==> src/design/uart_fs_pkg.sv <==
// Shared action codes and status constants for the UART FIFO status model.
package uart_fs_pkg;

    localparam int ACTION_W = 3;
    localparam int BYTE_W   = 8;

    typedef logic [ACTION_W-1:0] action_t;
    typedef logic [BYTE_W-1:0]   byte_t;

    localparam action_t ACT_CPU_SEND      = 3'd0;
    localparam action_t ACT_LINE_RECV     = 3'd1;
    localparam action_t ACT_CONSOLE_DRAIN = 3'd2;
    localparam action_t ACT_CPU_READ      = 3'd3;
    localparam action_t ACT_STATUS        = 3'd4;

    localparam byte_t STATUS_RESET   = 8'hFF;
    localparam byte_t STATUS_BASE    = 8'h20;
    localparam byte_t STATUS_TX_DATA = 8'h80;
    localparam byte_t STATUS_RX_DATA = 8'h41;
    localparam byte_t STATUS_CLR_MSK = 8'hDF;
    localparam int    STATUS_TOG_BIT = 5;

endpackage

==> src/design/uart_fifo_status_model_unit.sv <==
// UART register model: transmit and receive FIFOs, data register, line status register.
// Result path: a push, status read or failed pop loads its result word straight into the output
//   register; a successful pop first registers the FIFO memory read data, then loads from it.
// Throughput: one word per cycle while the output is not stalled, except that a successful pop
//   holds off the next input word while its memory read completes.
// Reset: counts, pointers and data register clear, status register goes to 0xFF;
//   FIFO storage is not cleared, as only written entries are ever popped.
module uart_fifo_status_model_unit #(
    parameter int FIFO_DEPTH = 16
) (
    input  logic       clk,
    input  logic       rst_n,
    input  logic       in_valid,
    output logic       in_stall,
    input  logic [2:0] action,
    input  logic [7:0] data_byte,
    output logic       out_valid,
    input  logic       out_stall,
    output logic       done_res,
    output logic [7:0] data_register,
    output logic [7:0] line_status,
    output logic       interrupt_request,
    output logic       console_valid
);

    localparam int PTR_W = (FIFO_DEPTH > 1) ? $clog2(FIFO_DEPTH) : 1;
    localparam int CNT_W = $clog2(FIFO_DEPTH + 1);
    localparam logic [CNT_W-1:0] DEPTH_C = CNT_W'(FIFO_DEPTH);
    localparam logic [PTR_W-1:0] LAST_C  = PTR_W'(FIFO_DEPTH - 1);

    // FIFO storage: one write port (push) and one registered read port (pop) each
    uart_fs_pkg::byte_t tx_mem [FIFO_DEPTH];
    uart_fs_pkg::byte_t rx_mem [FIFO_DEPTH];
    uart_fs_pkg::byte_t tx_rdata_reg;
    uart_fs_pkg::byte_t rx_rdata_reg;

    logic [CNT_W-1:0] tx_count_reg, tx_count_next;
    logic [CNT_W-1:0] rx_count_reg, rx_count_next;
    logic [PTR_W-1:0] tx_wr_reg, tx_wr_next, tx_rd_reg, tx_rd_next;
    logic [PTR_W-1:0] rx_wr_reg, rx_wr_next, rx_rd_reg, rx_rd_next;
    uart_fs_pkg::byte_t data_reg, data_next;
    uart_fs_pkg::byte_t status_reg, status_next;

    // A successful pop waits here for the memory read data
    logic pop_pending_reg, pop_pending_next;
    logic pop_console_reg, pop_console_next;

    // Output word register
    logic               out_valid_reg, out_valid_next;
    logic               out_done_reg, out_done_next;
    uart_fs_pkg::byte_t out_data_reg, out_data_next;
    uart_fs_pkg::byte_t out_status_reg, out_status_next;
    logic               out_irq_reg, out_irq_next;
    logic               out_cons_reg, out_cons_next;

    logic accept;
    logic tx_full, tx_empty, rx_full, rx_empty;
    logic tx_push, rx_push, tx_pop, rx_pop, stat_rd;
    uart_fs_pkg::byte_t pop_byte;
    uart_fs_pkg::byte_t fresh_status;

    // Hold the input while a pop read is in flight or the output word is stuck
    assign in_stall = pop_pending_reg | (out_valid_reg & out_stall);
    assign accept   = in_valid & ~in_stall;

    assign tx_full  = (tx_count_reg == DEPTH_C);
    assign rx_full  = (rx_count_reg == DEPTH_C);
    assign tx_empty = (tx_count_reg == '0);
    assign rx_empty = (rx_count_reg == '0);

    assign pop_byte = pop_console_reg ? tx_rdata_reg : rx_rdata_reg;

    // Decode the event; pushes to a full FIFO and pops from an empty one do nothing
    always_comb
    begin
        tx_push = 1'b0;
        rx_push = 1'b0;
        tx_pop  = 1'b0;
        rx_pop  = 1'b0;
        stat_rd = 1'b0;
        case (action)
            uart_fs_pkg::ACT_CPU_SEND:      tx_push = accept & ~tx_full;
            uart_fs_pkg::ACT_LINE_RECV:     rx_push = accept & ~rx_full;
            uart_fs_pkg::ACT_CONSOLE_DRAIN: tx_pop  = accept & ~tx_empty;
            uart_fs_pkg::ACT_CPU_READ:      rx_pop  = accept & ~rx_empty;
            uart_fs_pkg::ACT_STATUS:        stat_rd = accept;
            default:
            begin
                tx_push = 1'b0;
            end
        endcase
    end

    // Status read toggles between a freshly built value and that value with bit 5 cleared
    always_comb
    begin
        fresh_status = uart_fs_pkg::STATUS_BASE;
        if (!tx_empty)
            fresh_status = fresh_status | uart_fs_pkg::STATUS_TX_DATA;
        if (!rx_empty)
            fresh_status = fresh_status | uart_fs_pkg::STATUS_RX_DATA;

        status_next = status_reg;
        if (stat_rd)
        begin
            if (!status_reg[uart_fs_pkg::STATUS_TOG_BIT])
                status_next = fresh_status;
            else
                status_next = status_reg & uart_fs_pkg::STATUS_CLR_MSK;
        end
    end

    // Pointers and counts advance at acceptance, so the next word sees them at once
    always_comb
    begin
        tx_wr_next    = tx_wr_reg;
        tx_rd_next    = tx_rd_reg;
        rx_wr_next    = rx_wr_reg;
        rx_rd_next    = rx_rd_reg;
        tx_count_next = tx_count_reg;
        rx_count_next = rx_count_reg;
        if (tx_push)
        begin
            tx_wr_next    = (tx_wr_reg == LAST_C) ? '0 : tx_wr_reg + 1'b1;
            tx_count_next = tx_count_reg + 1'b1;
        end
        if (tx_pop)
        begin
            tx_rd_next    = (tx_rd_reg == LAST_C) ? '0 : tx_rd_reg + 1'b1;
            tx_count_next = tx_count_reg - 1'b1;
        end
        if (rx_push)
        begin
            rx_wr_next    = (rx_wr_reg == LAST_C) ? '0 : rx_wr_reg + 1'b1;
            rx_count_next = rx_count_reg + 1'b1;
        end
        if (rx_pop)
        begin
            rx_rd_next    = (rx_rd_reg == LAST_C) ? '0 : rx_rd_reg + 1'b1;
            rx_count_next = rx_count_reg - 1'b1;
        end
    end

    // Output word: a completed pop loads it from memory data, other events load it directly
    always_comb
    begin
        pop_pending_next = 1'b0;
        pop_console_next = pop_console_reg;
        data_next        = data_reg;
        out_valid_next   = out_valid_reg & out_stall;
        out_done_next    = out_done_reg;
        out_data_next    = out_data_reg;
        out_status_next  = out_status_reg;
        out_irq_next     = out_irq_reg;
        out_cons_next    = out_cons_reg;

        if (pop_pending_reg)
        begin
            data_next       = pop_byte;
            out_valid_next  = 1'b1;
            out_done_next   = 1'b1;
            out_data_next   = pop_byte;
            out_status_next = status_reg;
            out_irq_next    = 1'b0;
            out_cons_next   = pop_console_reg;
        end
        else if (tx_pop || rx_pop)
        begin
            pop_pending_next = 1'b1;
            pop_console_next = tx_pop;
        end
        else if (accept)
        begin
            out_valid_next  = 1'b1;
            out_done_next   = tx_push | rx_push | stat_rd;
            out_data_next   = data_reg;
            out_status_next = status_next;
            out_irq_next    = rx_push;
            out_cons_next   = 1'b0;
        end
    end

    always_ff @(posedge clk)
    begin
        if (tx_push)
            tx_mem[tx_wr_reg] <= data_byte;
        if (tx_pop)
            tx_rdata_reg <= tx_mem[tx_rd_reg];
    end

    always_ff @(posedge clk)
    begin
        if (rx_push)
            rx_mem[rx_wr_reg] <= data_byte;
        if (rx_pop)
            rx_rdata_reg <= rx_mem[rx_rd_reg];
    end

    always_ff @(posedge clk or negedge rst_n)
    begin
        if (!rst_n)
        begin
            tx_count_reg    <= '0;
            rx_count_reg    <= '0;
            tx_wr_reg       <= '0;
            tx_rd_reg       <= '0;
            rx_wr_reg       <= '0;
            rx_rd_reg       <= '0;
            data_reg        <= '0;
            status_reg      <= uart_fs_pkg::STATUS_RESET;
            pop_pending_reg <= 1'b0;
            pop_console_reg <= 1'b0;
            out_valid_reg   <= 1'b0;
        end
        else
        begin
            tx_count_reg    <= tx_count_next;
            rx_count_reg    <= rx_count_next;
            tx_wr_reg       <= tx_wr_next;
            tx_rd_reg       <= tx_rd_next;
            rx_wr_reg       <= rx_wr_next;
            rx_rd_reg       <= rx_rd_next;
            data_reg        <= data_next;
            status_reg      <= status_next;
            pop_pending_reg <= pop_pending_next;
            pop_console_reg <= pop_console_next;
            out_valid_reg   <= out_valid_next;
        end
    end

    always_ff @(posedge clk)
    begin
        out_done_reg   <= out_done_next;
        out_data_reg   <= out_data_next;
        out_status_reg <= out_status_next;
        out_irq_reg    <= out_irq_next;
        out_cons_reg   <= out_cons_next;
    end

    assign out_valid         = out_valid_reg;
    assign done_res          = out_done_reg;
    assign data_register     = out_data_reg;
    assign line_status       = out_status_reg;
    assign interrupt_request = out_irq_reg;
    assign console_valid     = out_cons_reg;

    // A pop in flight never overlaps a waiting output word
    a_pend_excl: assert property (@(posedge clk) disable iff (!rst_n)
        pop_pending_reg |-> !out_valid_reg)
        else $error("pop pending while output word held");

    // Counts never exceed the FIFO depth
    a_tx_bound: assert property (@(posedge clk) disable iff (!rst_n)
        tx_count_reg <= DEPTH_C)
        else $error("transmit count overflow");

    a_rx_bound: assert property (@(posedge clk) disable iff (!rst_n)
        rx_count_reg <= DEPTH_C)
        else $error("receive count overflow");

    // Every accepted word yields either a pending pop or an output word next cycle
    a_accept_out: assert property (@(posedge clk) disable iff (!rst_n)
        accept |=> (out_valid_reg || pop_pending_reg))
        else $error("accepted word produced nothing");

    // A completed pop always leaves a valid output word and updates the data register
    a_pop_done: assert property (@(posedge clk) disable iff (!rst_n)
        pop_pending_reg |=> (out_valid_reg && out_done_reg && data_reg == out_data_reg))
        else $error("pop did not complete");

endmodule

==> config.mk <==
export PLATFORM = sky130hd
export DESIGN_NAME = uart_fifo_status_model_unit
export DESIGN_NICKNAME = d
export VERILOG_FILES = /design/src/design/uart_fs_pkg.sv /design/src/design/uart_fifo_status_model_unit.sv
export SDC_FILE = /design/constraint.sdc
export NUM_CORES = 1
export LEC_CHECK = 0
export BUFFER_PORTS_ARGS = -buffer_cell sky130_fd_sc_hd__buf_4
export CORE_MARGIN = 4
export CORE_UTILIZATION = 50
export CTS_CLUSTER_DIAMETER = 100
export DETAILED_ROUTE_END_ITERATION = 10
export PLACE_DENSITY = 0.74
export SETUP_SLACK_MARGIN = 0.4
export SYNTH_ARGS = -nofsm -noshare
export SYNTH_HDL_FRONTEND = slang
export SYNTH_SLANG_ARGS = --single-unit
==> constraint.sdc <==
create_clock -name clk -period 2.7 [get_ports clk]
set_input_delay 0.81 -clock clk [delete_from_list [all_inputs] [get_ports clk]]
set_output_delay 0.81 -clock clk [all_outputs]
set_load 0.01 [all_outputs]
### After elaboration in Yosys (flattened, before gate mapping)

Memories as Yosys holds them, arrays and structs flattened. A register that Yosys moved wholly into a read port is not among the register bits.
Cells that the tools add are included.

| operators by class | value |
|---|---|
| add/subtract/negate cells | 8 |
| multipliers | 0 |
| div/mod/pow operators | 0 |
| magnitude comparators | 0 |
| eq/ne operators | 11 |
| shifts and indexed selects | 0 |
| mux-type cells | 36 |
| bitwise logic cells | 16 |
| reduce and logical (&&, ||, !) cells | 10 |

Operators by type and width:

| cell | number |
|---|---|
| 2-to-1 mux 8 bit | 10 |
| 2-to-1 mux 5 bit | 4 |
| 2-to-1 mux 1 bit | 17 |
| adder 4 x 1 -> 4 bit, second input constant | 4 |
| equality test 4 bit, second input constant | 4 |
| 2-to-1 mux 4 bit | 4 |
| adder 5 x 1 -> 5 bit, second input constant | 2 |
| equality test 5 bit, second input constant | 2 |
| logical NOT 5 bit | 2 |
| subtractor 5 x 1 -> 5 bit, second input constant | 2 |
| 2-to-1 mux 7 bit | 1 |
| inverter 1 bit | 7 |
| bitwise AND 1 bit | 6 |
| equality test 3 x 2 -> 1 bit, second input constant | 2 |
| AND reduction 2 bit | 3 |
| nonzero test 2 bit | 3 |
| equality test 3 x 1 -> 1 bit, second input constant | 1 |
| equality test 3 bit, second input constant | 1 |
| logical NOT 3 bit | 1 |
| OR 1 bit | 3 |
| inequality test 2 bit, second input constant | 1 |
| logical OR 1 bit | 1 |

| storage, ports and cells | value |
|---|---|
| flip-flop bits (word level) | 64 |
| latch bits | 0 |
| RAM bits | 256 |
| ROM bits | 0 |
| input port bits | 15 |
| output and inout bits | 21 |
| word-level logic and storage cells | 99 |
| memories | 2 |

Memories:

| memory | depth | width | read ports | clocked after Yosys merged registers in | write ports | line | source |
|---|---|---|---|---|---|---|---|
| rx_mem | 16 | 8 | 1 | 1 | 1 | uart_fifo_status_model_unit.sv:33 | `uart_fs_pkg::byte_t rx_mem [FIFO_DEPTH];` |
| tx_mem | 16 | 8 | 1 | 1 | 1 | uart_fifo_status_model_unit.sv:32 | `uart_fs_pkg::byte_t tx_mem [FIFO_DEPTH];` |

### Longest topological paths before layout

Gate-level depths: netlist of the first run.

| logic depth | value |
|---|---|
| depth in word-level cells | 9 |
| depth in mapped cells | 10 |
| mapped depth without buffers | 10 |

### Least setup slack after synthesis of the first run

OpenSTA, ideal clock, no wires.

| path | value |
|---|---|
| kind | input to register |
| start | input port out_stall |
| end | register tx_count_reg[4] |
| library setup time | 0.080 ns |
| data arrival time | 2.809 ns |
| data required time | 2.620 ns |
| slack | -0.189 ns |
| cell stages on the path | 10 |
| path buffers | 1 |
| path through | a21oi_4 -> nand2_1 -> or4_1 -> buf_6 -> inv_4 -> ha_1 -> a21o_1 -> a21oi_1 -> mux2i_1 -> xnor2_1 |

| between the ends | value |
|---|---|
| longest elaborated chain between the ends | 7 |
| elaborated cells on any way between the ends | 10 |
| classes of those cells | mux: 3; bitwise: 6; reduce/logical: 1 |

Ends and longest elaborated chain:

| element | line | source |
|---|---|---|
| start: declaration | uart_fifo_status_model_unit.sv:18 | `input logic out_stall,` |
| bitwise AND 1 bit * | uart_fifo_status_model_unit.sv:63 | `assign in_stall = pop_pending_reg \| (out_valid_reg & out_stall);` |
| OR 1 bit * | uart_fifo_status_model_unit.sv:63 |  |
| inverter 1 bit * | uart_fifo_status_model_unit.sv:64 | `assign accept = in_valid & ~in_stall;` |
| bitwise AND 1 bit * | uart_fifo_status_model_unit.sv:64 |  |
| bitwise AND 1 bit * | uart_fifo_status_model_unit.sv:84 | `uart_fs_pkg::ACT_CONSOLE_DRAIN: tx_pop = accept & ~tx_empty;` |
| 2-to-1 mux 1 bit * | uart_fifo_status_model_unit.sv:81 | `case (action)` |
| net tx_pop | uart_fifo_status_model_unit.sv:58 | `logic tx_push, rx_push, tx_pop, rx_pop, stat_rd;` |
| 2-to-1 mux 5 bit / nonzero test 2 bit (equally long branches) | n/a |  |
| end signal: assignment | uart_fifo_status_model_unit.sv:217 | `tx_count_reg <= tx_count_next;` |
| end: declaration | uart_fifo_status_model_unit.sv:37 | `logic [CNT_W-1:0] tx_count_reg, tx_count_next;` |

The timed path passes the listed nets; every way through them passes the cells marked *.
A chain may end at the register's enable or synchronous reset.

### Worst setup path after layout of the first run

| path | value |
|---|---|
| start | input port out_stall |
| end | register tx_count_reg[3] |

The elaborated chain is that of the path after synthesis.

==> out/results.txt, run 1 <==
status: completed
RSZ-0062 raised after global routing: true
crit path DAT: 2.73 ns
P_leak: 5.594 nW
core area: 26,280 um^2
Vias: 6,919
#FFs+latches synth: 336
peak per-stage delay on the critical path: 0.53 ns
fill cell count: 1,804
critical path data required time: 3.08 ns
Layout Nets: 853
drt wl/cell: 23.28 um
worst slack, placed: -0.1822 ns
DP Wirelength: 16,960 um
Crit path max-delay family: simple AND/OR/NAND/NOR gates
CTS Buf Count: 35
DR pass1 iterations: 5
final period utilization: 0.8726
Peak Freq: 0.4245 GHz
Synth Cell Area: 13,450 um^2
Remaining DRCs: 0
Clock Sinks: 336
Final Hold Viols: 0
vias in the first global route: 7,111
via/cell ratio: 5.869
WP depth: 11
setup TNS: 0 ns
RePlAce Congestion: 0.8311
I/O Buffers: 35
synth unique cells: 52
Die Ht: 172.0 um
reg-to-reg critical path endpoint: tx_count_reg[3]$_DFFE_PN0P_
nature of the critical path startpoint: input port
most used cell, CP: buf_6
Detail Route Antenna Nets: 0
max-cap violation count: 0
antenna violations before repair: 0
hold_ws: 0.3302 ns
path depth of the worst reg2reg path: 10
Final WS setup: 0.3441 ns
dpl cells: 1,107
CP max-delay cell: or4_4
Peak VDD IR: 0.4140 mV
TritonCTS clock tree: done
Max Clock Skew: 0.01898 ns
Worst-Margin Slew: 0.7646 ns
placed cell area: 14,730 um^2
min Tclk post-route: 2.356 ns
Initial Utilization: 0.5119
Worst Setup Path Type: in -> reg
Die ar.: 29,590 um^2
Max FO, Critical Path: 5
Reg-to-Reg Start: pop_pending_reg$_DFF_PN0_
Reg clk slew, reported paths: 0.06 ns
Cell Chain, Critical Path: buf_6, a21oi_4, nand2_2, or4_4, buf_6, inv_8, ha_4, a21o_1, a21oi_2, xnor2_1, mux2_4
Final Cell Area: 15,990 um^2
clock buffer depth: 3
die span in x: 172.0 um
global route overflow: 0
largest net degree at the start of global routing: 46
Finished Layout Cells: 1,179
# setup viols final: 0
layout cells sized above 1: 0.3258
ANT cells: 0
Slew HR: 0.4902
Max Slew Vio Count: 0
register area share after synthesis: 0.7326
first-pass GRT wire length: 42,150 um
Mapped Avg Cell Area: 18.79 um^2
Syn Nets: 749
drt initial violations: 648
power density over the cells: 943.4 nW/um^2
final wirelength: 27,440 um
Global Route Usage Sum: 0.1892
cells after synthesis: 716
worst min path class: in -> async
Top Registers: rx_mem x128, tx_mem x128
IO Pins: 36
CP Buf/Inv Count: 3
synth warn: 0
CP Capture Type: flip-flop
htree depth: 2
Core Rows: 59
CTS root buf: clkbuf_16
Worst-Skew Late Latency: 0.51 ns
Syn-to-layout area delta: 18.88%
flop2flop setup slack: 0.35 ns
kinds of logic (layout without fill, tap and decap cells):
| group | after synthesis | after routing | synth area share |
|---|---|---|---|
| AO/OA/AOI/OAI | 78 | 78 | 0.03897 |
| buffers and inverters | 53 | 181 | 0.01795 |
| XOR/XNOR | 14 | 14 | 0.009116 |
| AND/OR/NAND/NOR | 121 | 121 | 0.05209 |
| flip-flops | 336 | 336 | 0.7326 |
| adder cells (fa/ha/maj) | 18 | 18 | 0.01786 |
| multiplexers | 96 | 96 | 0.1314 |
cell usage after synthesis (all sizes together):
| cell | n | area [um^2] |
|---|---|---|
| ha | 16 | 200.2 |
| o21ai | 6 | 30.02 |
| fa | 2 | 40.04 |
| a32o | 3 | 30.03 |
| dfstp | 8 | 210.2 |
| dfxtp | 2 | 40.04 |
| o31ai | 1 | 7.510 |
| nand4 | 2 | 12.51 |
| mux2i | 27 | 270.3 |
| nor4 | 6 | 43.79 |
| nor3b | 3 | 27.52 |
| nand2 | 15 | 63.81 |
| xor2 | 1 | 8.760 |
| nand3b | 1 | 7.510 |
| buf | 15 | 96.34 |
| nand3 | 10 | 55.05 |
| a211oi | 16 | 120.1 |
| inv | 19 | 73.82 |
| dfrtp | 37 | 925.9 |
| a311oi | 1 | 15.01 |
| and2b | 1 | 7.510 |
| a2111oi | 1 | 27.53 |
| nor3 | 5 | 36.29 |
| o21a | 4 | 30.03 |
| clkbuf | 19 | 71.32 |
| and3b | 2 | 17.52 |
| and3 | 9 | 56.30 |
| nor2b | 26 | 162.7 |
| edfxtp | 289 | 8678 |
| mux2 | 5 | 56.30 |
| nand2b | 3 | 18.77 |
| a21oi | 36 | 191.4 |
| a31oi | 2 | 12.51 |
| a21o | 8 | 60.06 |
| and2 | 17 | 106.4 |
| nor2 | 20 | 77.58 |
| mux4 | 64 | 1441 |
| xnor2 | 13 | 113.9 |
| or4 | 1 | 7.510 |
metrics by stage:
step / power (mW) / utilization
global placement: 10.21 / 0.5605
detailed placement: 10.36 / 0.5605
floorplan: 9.192 / -
global route: 15.79 / 0.6085
CTS: 15.06 / 0.6041
finish: 15.09 / 0.6085
worst max path at each step:
stage	startpoint	endpoint	slack, ns
final	out_stall	tx_count_reg[3]$_DFFE_PN0P_	0.34
after floorplan	out_stall	rx_count_reg[4]$_DFFE_PN0P_	-0.12
after CTS	tx_count_reg[1]$_DFFE_PN0P_	tx_count_reg[4]$_DFFE_PN0P_	0.35
after global placement	out_stall	tx_count_reg[4]$_DFFE_PN0P_	-0.11
after detailed placement	out_stall	tx_count_reg[4]$_DFFE_PN0P_	-0.18
after global routing	out_valid$_DFF_PN0_	tx_count_reg[4]$_DFFE_PN0P_	0.28
power by group:
part	total, mW	leakage, nW	internal (mW)	switching (mW)
combinational	3.79	1.90	1.92	1.87
sequential	6.67	3.15	6.15	0.521
clock	4.63	0.540	2.76	1.87
final cells by class:
cell class / count / area [um^2] / share of cell area
clock buffers: 46 / 947.2 / 0.05923
clock inverters: 15 / 160.2 / 0.01001
inverters: 19 / 78.83 / 0.004929
multi-input cells: 327 / 3557 / 0.2224
flip-flops and latches: 336 / 9859 / 0.6165
well taps: 335 / 419.2 / 0.02621
repair buffers: 101 / 969.7 / 0.06064
what timing repair did:
action | CTS | global route
setup endpoints to repair | 9 | 66
hold buffers | 0 | 0
cloned | 0 | 0
resized for setup | 6 | 6
pin swaps | 2 | 6
setup buffers | 2 | 9
cell usage in the layout (no fill, tap or decap), types with 3 or more instances in the layout:
cell type and n:
edfxtp_1 289, buf_4 82, mux4_2 64, clkbuf_16 35
dfrtp_1 35, a21oi_1 32, mux2i_1 27, nor2b_1 24
inv_1 16, a211oi_1 16, buf_12 16, nor2_1 15
nand2_1 13, xnor2_1 13, ha_1 13, and2_1 9
nand3_1 8, and2_4 8, and3_1 8, a21o_1 8
clkbuf_1 8, dfstp_2 8, clkinv_2 6, o21ai_0 5
nor4_2 4, o21a_1 4, nor3_1 4, nor2_4 4
mux2_2 4, nand2b_1 3, a21oi_2 3, a32o_1 3
ha_4 3, bufinv_16 3, clkbuf_8 3, buf_6 3
layer usage:
| metal | global-route usage | vias to the layer above | part of all wire |
|---|---|---|---|
| li1 | - | 3044 | - |
| met1 | 0.2677 | 3590 | 0.41 |
| met2 | 0.3161 | 244 | 0.51 |
| met3 | 0.02789 | 41 | 0.062 |
| met4 | 0.04545 | 0 | 0.016 |
| met5 | 0 | - | 0 |
worst register-to-register path, delay by kind of cell (launching register included):
family	cells	cell delay, ns
AND/OR/NAND/NOR	2	0.61
AO/OA/AOI/OAI	3	0.46
flip-flops	1	0.41
multiplexers	1	0.25
buffers and inverters	2	0.22
adder cells (fa/ha/maj)	1	0.19
XOR/XNOR	1	0.09
Power figures use the tool's default switching activity.
==> run 2, diff against run 1 <==
CTS_CLUSTER_SIZE = 30   (was not set)
clock period = 2.3 ns   (was 2.7 ns; I/O delays follow)
==> out/results.txt, run 2 (synthesized netlist as in run 1, its figures left out) <==
CP Capture Type: flip-flop
Max FO, Critical Path: 4
Finished Layout Cells: 1,186
total power: 17.07 mW
hold_ws: 0.1935 ns
I/O Buffers: 35
Layout Nets: 876
Final Hold Viols: 0
DR pass1 iterations: 5
Max Clock Skew: 0.02745 ns
antenna violations before repair: 0
Vias: 6,990
die span in x: 172.0 um
dpl cells: 1,114
IO Pins: 36
Global Route Usage Sum: 0.1938
CTS root buf: clkbuf_16
Max Slew Vio Count: 0
TritonCTS clock tree: done
DP Wirelength: 17,130 um
status: complete, but fails checks
max-cap violation count: 0
drt initial violations: 625
Die Ht: 172.0 um
Slew HR: 0.2782
clock buffer depth: 3
Worst-Margin Slew: 1.083 ns
layout cells sized above 1: 0.4066
RePlAce Congestion: 0.8881
Hold-fix buffers, CTS: 0
failing checks: setup timing
RSZ-0062 raised after global routing: true
P_leak: 5.628 nW
commonest non-fill, non-tap cell in the layout: edfxtp_1
critical path data required time: 2.73 ns
min Tclk post-route: 2.358 ns
Worst-Skew Late Latency: 0.51 ns
via/cell ratio: 5.894
Reg clk slew, reported paths: 0.11 ns
final wirelength: 28,040 um
nature of the critical path startpoint: flip-flop
Detail Route Antenna Nets: 0
Clock Sinks: 336
Initial Utilization: 0.5119
setup TNS: -0.07977 ns
drt wl/cell: 23.64 um
crit path DAT: 2.79 ns
first-pass GRT wire length: 43,350 um
vias in the first global route: 7,289
core area: 26,280 um^2
Final WS setup: -0.05846 ns
post-layout util: 0.6176
most frequent cells in the layout: 289 x edfxtp_1, 95 x buf_4, 64 x mux4_2
# setup viols final: 3
Peak VDD IR: 0.5276 mV
ANT cells: 0
Remaining DRCs: 0
final period utilization: 1.025
CTS Buf Count: 15
Peak Freq: 0.4240 GHz
largest net degree at the start of global routing: 46
worst min path class: in -> async
Syn-to-layout area delta: 20.66%
Top Registers: rx_mem x128, tx_mem x128
power density over the cells: 1052 nW/um^2
htree depth: 1
Die ar.: 29,590 um^2
global route overflow: 0
Worst Setup Path Type: reg -> reg
Core Rows: 59
==> run 2: what timing repair did <==
| action | in CTS | in global routing |
|---|---|---|
| buffers inserted | 34 | 8 |
| gates cloned | 5 | 0 |
| resized for setup | 104 | 18 |
| setup endpoints to repair | 313 | 321 |
| pin swaps | 46 | 16 |
==> run 2: cell type report <==
cell class | count | area, um^2
clock inverter | 2 | 50.05
clock buffer | 23 | 405.4
sequential | 336 | 9861
fill | 1768 | 10050
inverter | 19 | 86.33
timing repair buffer | 144 | 1474
tap | 335 | 419.2
multi-input combinational | 327 | 3935
==> run 2: worst paths after layout <==
path                                              start                     endpoint  slack [ns]  cells past startpoint
worst max-delay path                out_valid$_DFF_PN0_  tx_count_reg[4]$_DFFE_PN0P_       -0.06                     10
worst min-delay path                              rst_n  rx_count_reg[3]$_DFFE_PN0P_        0.19                      1
worst max register to register      out_valid$_DFF_PN0_  tx_count_reg[4]$_DFFE_PN0P_       -0.06                     10
worst min register to register  status_reg[1]$_DFF_PN1_      status_reg[1]$_DFF_PN1_        0.49                      1
max in group asynchronous                         rst_n     tx_rd_reg[0]$_DFFE_PN0P_        1.62                      1
min in group clk                status_reg[1]$_DFF_PN1_      status_reg[1]$_DFF_PN1_        0.49                      1
==> run 2: worst max-delay path, cell delays in order (launching register included) <==
cell and delay (ns):
dfrtp_1 0.43, a21oi_4 0.15, nand2_2 0.09, or4_4 0.51, buf_6 0.16, inv_12 0.06
ha_4 0.20, a21o_1 0.18, a21oi_2 0.14, mux2i_1 0.23, xnor2_1 0.14
==> run 2: per-layer routing <==
layer  GRT usage  vias up  part of all wire
met5           0        -                 0
met4     0.05161        0             0.022
met3     0.02995       36             0.057
met2      0.3257      235              0.51
met1      0.2688     3653              0.41
li1            -     3066                 -
==> run 2: metrics by stage <==
step                setup WS, ns  instance area (um^2)
global route             -0.1584                 16230
floorplan                -0.4045                 13760
global placement         -0.4010                 14760
detailed placement       -0.4964                 14760
finish                  -0.05846                 16230
CTS                     -0.05156                 16080
==> run 2: where the power goes <==
group / switching [mW] / internal (mW) / total (mW)
Sequential: 0.485 / 7.21 / 7.69
Combinational: 2.90 / 3.31 / 6.22
Clock: 1.78 / 1.38 / 3.16
Total: 5.17 / 11.9 / 17.1
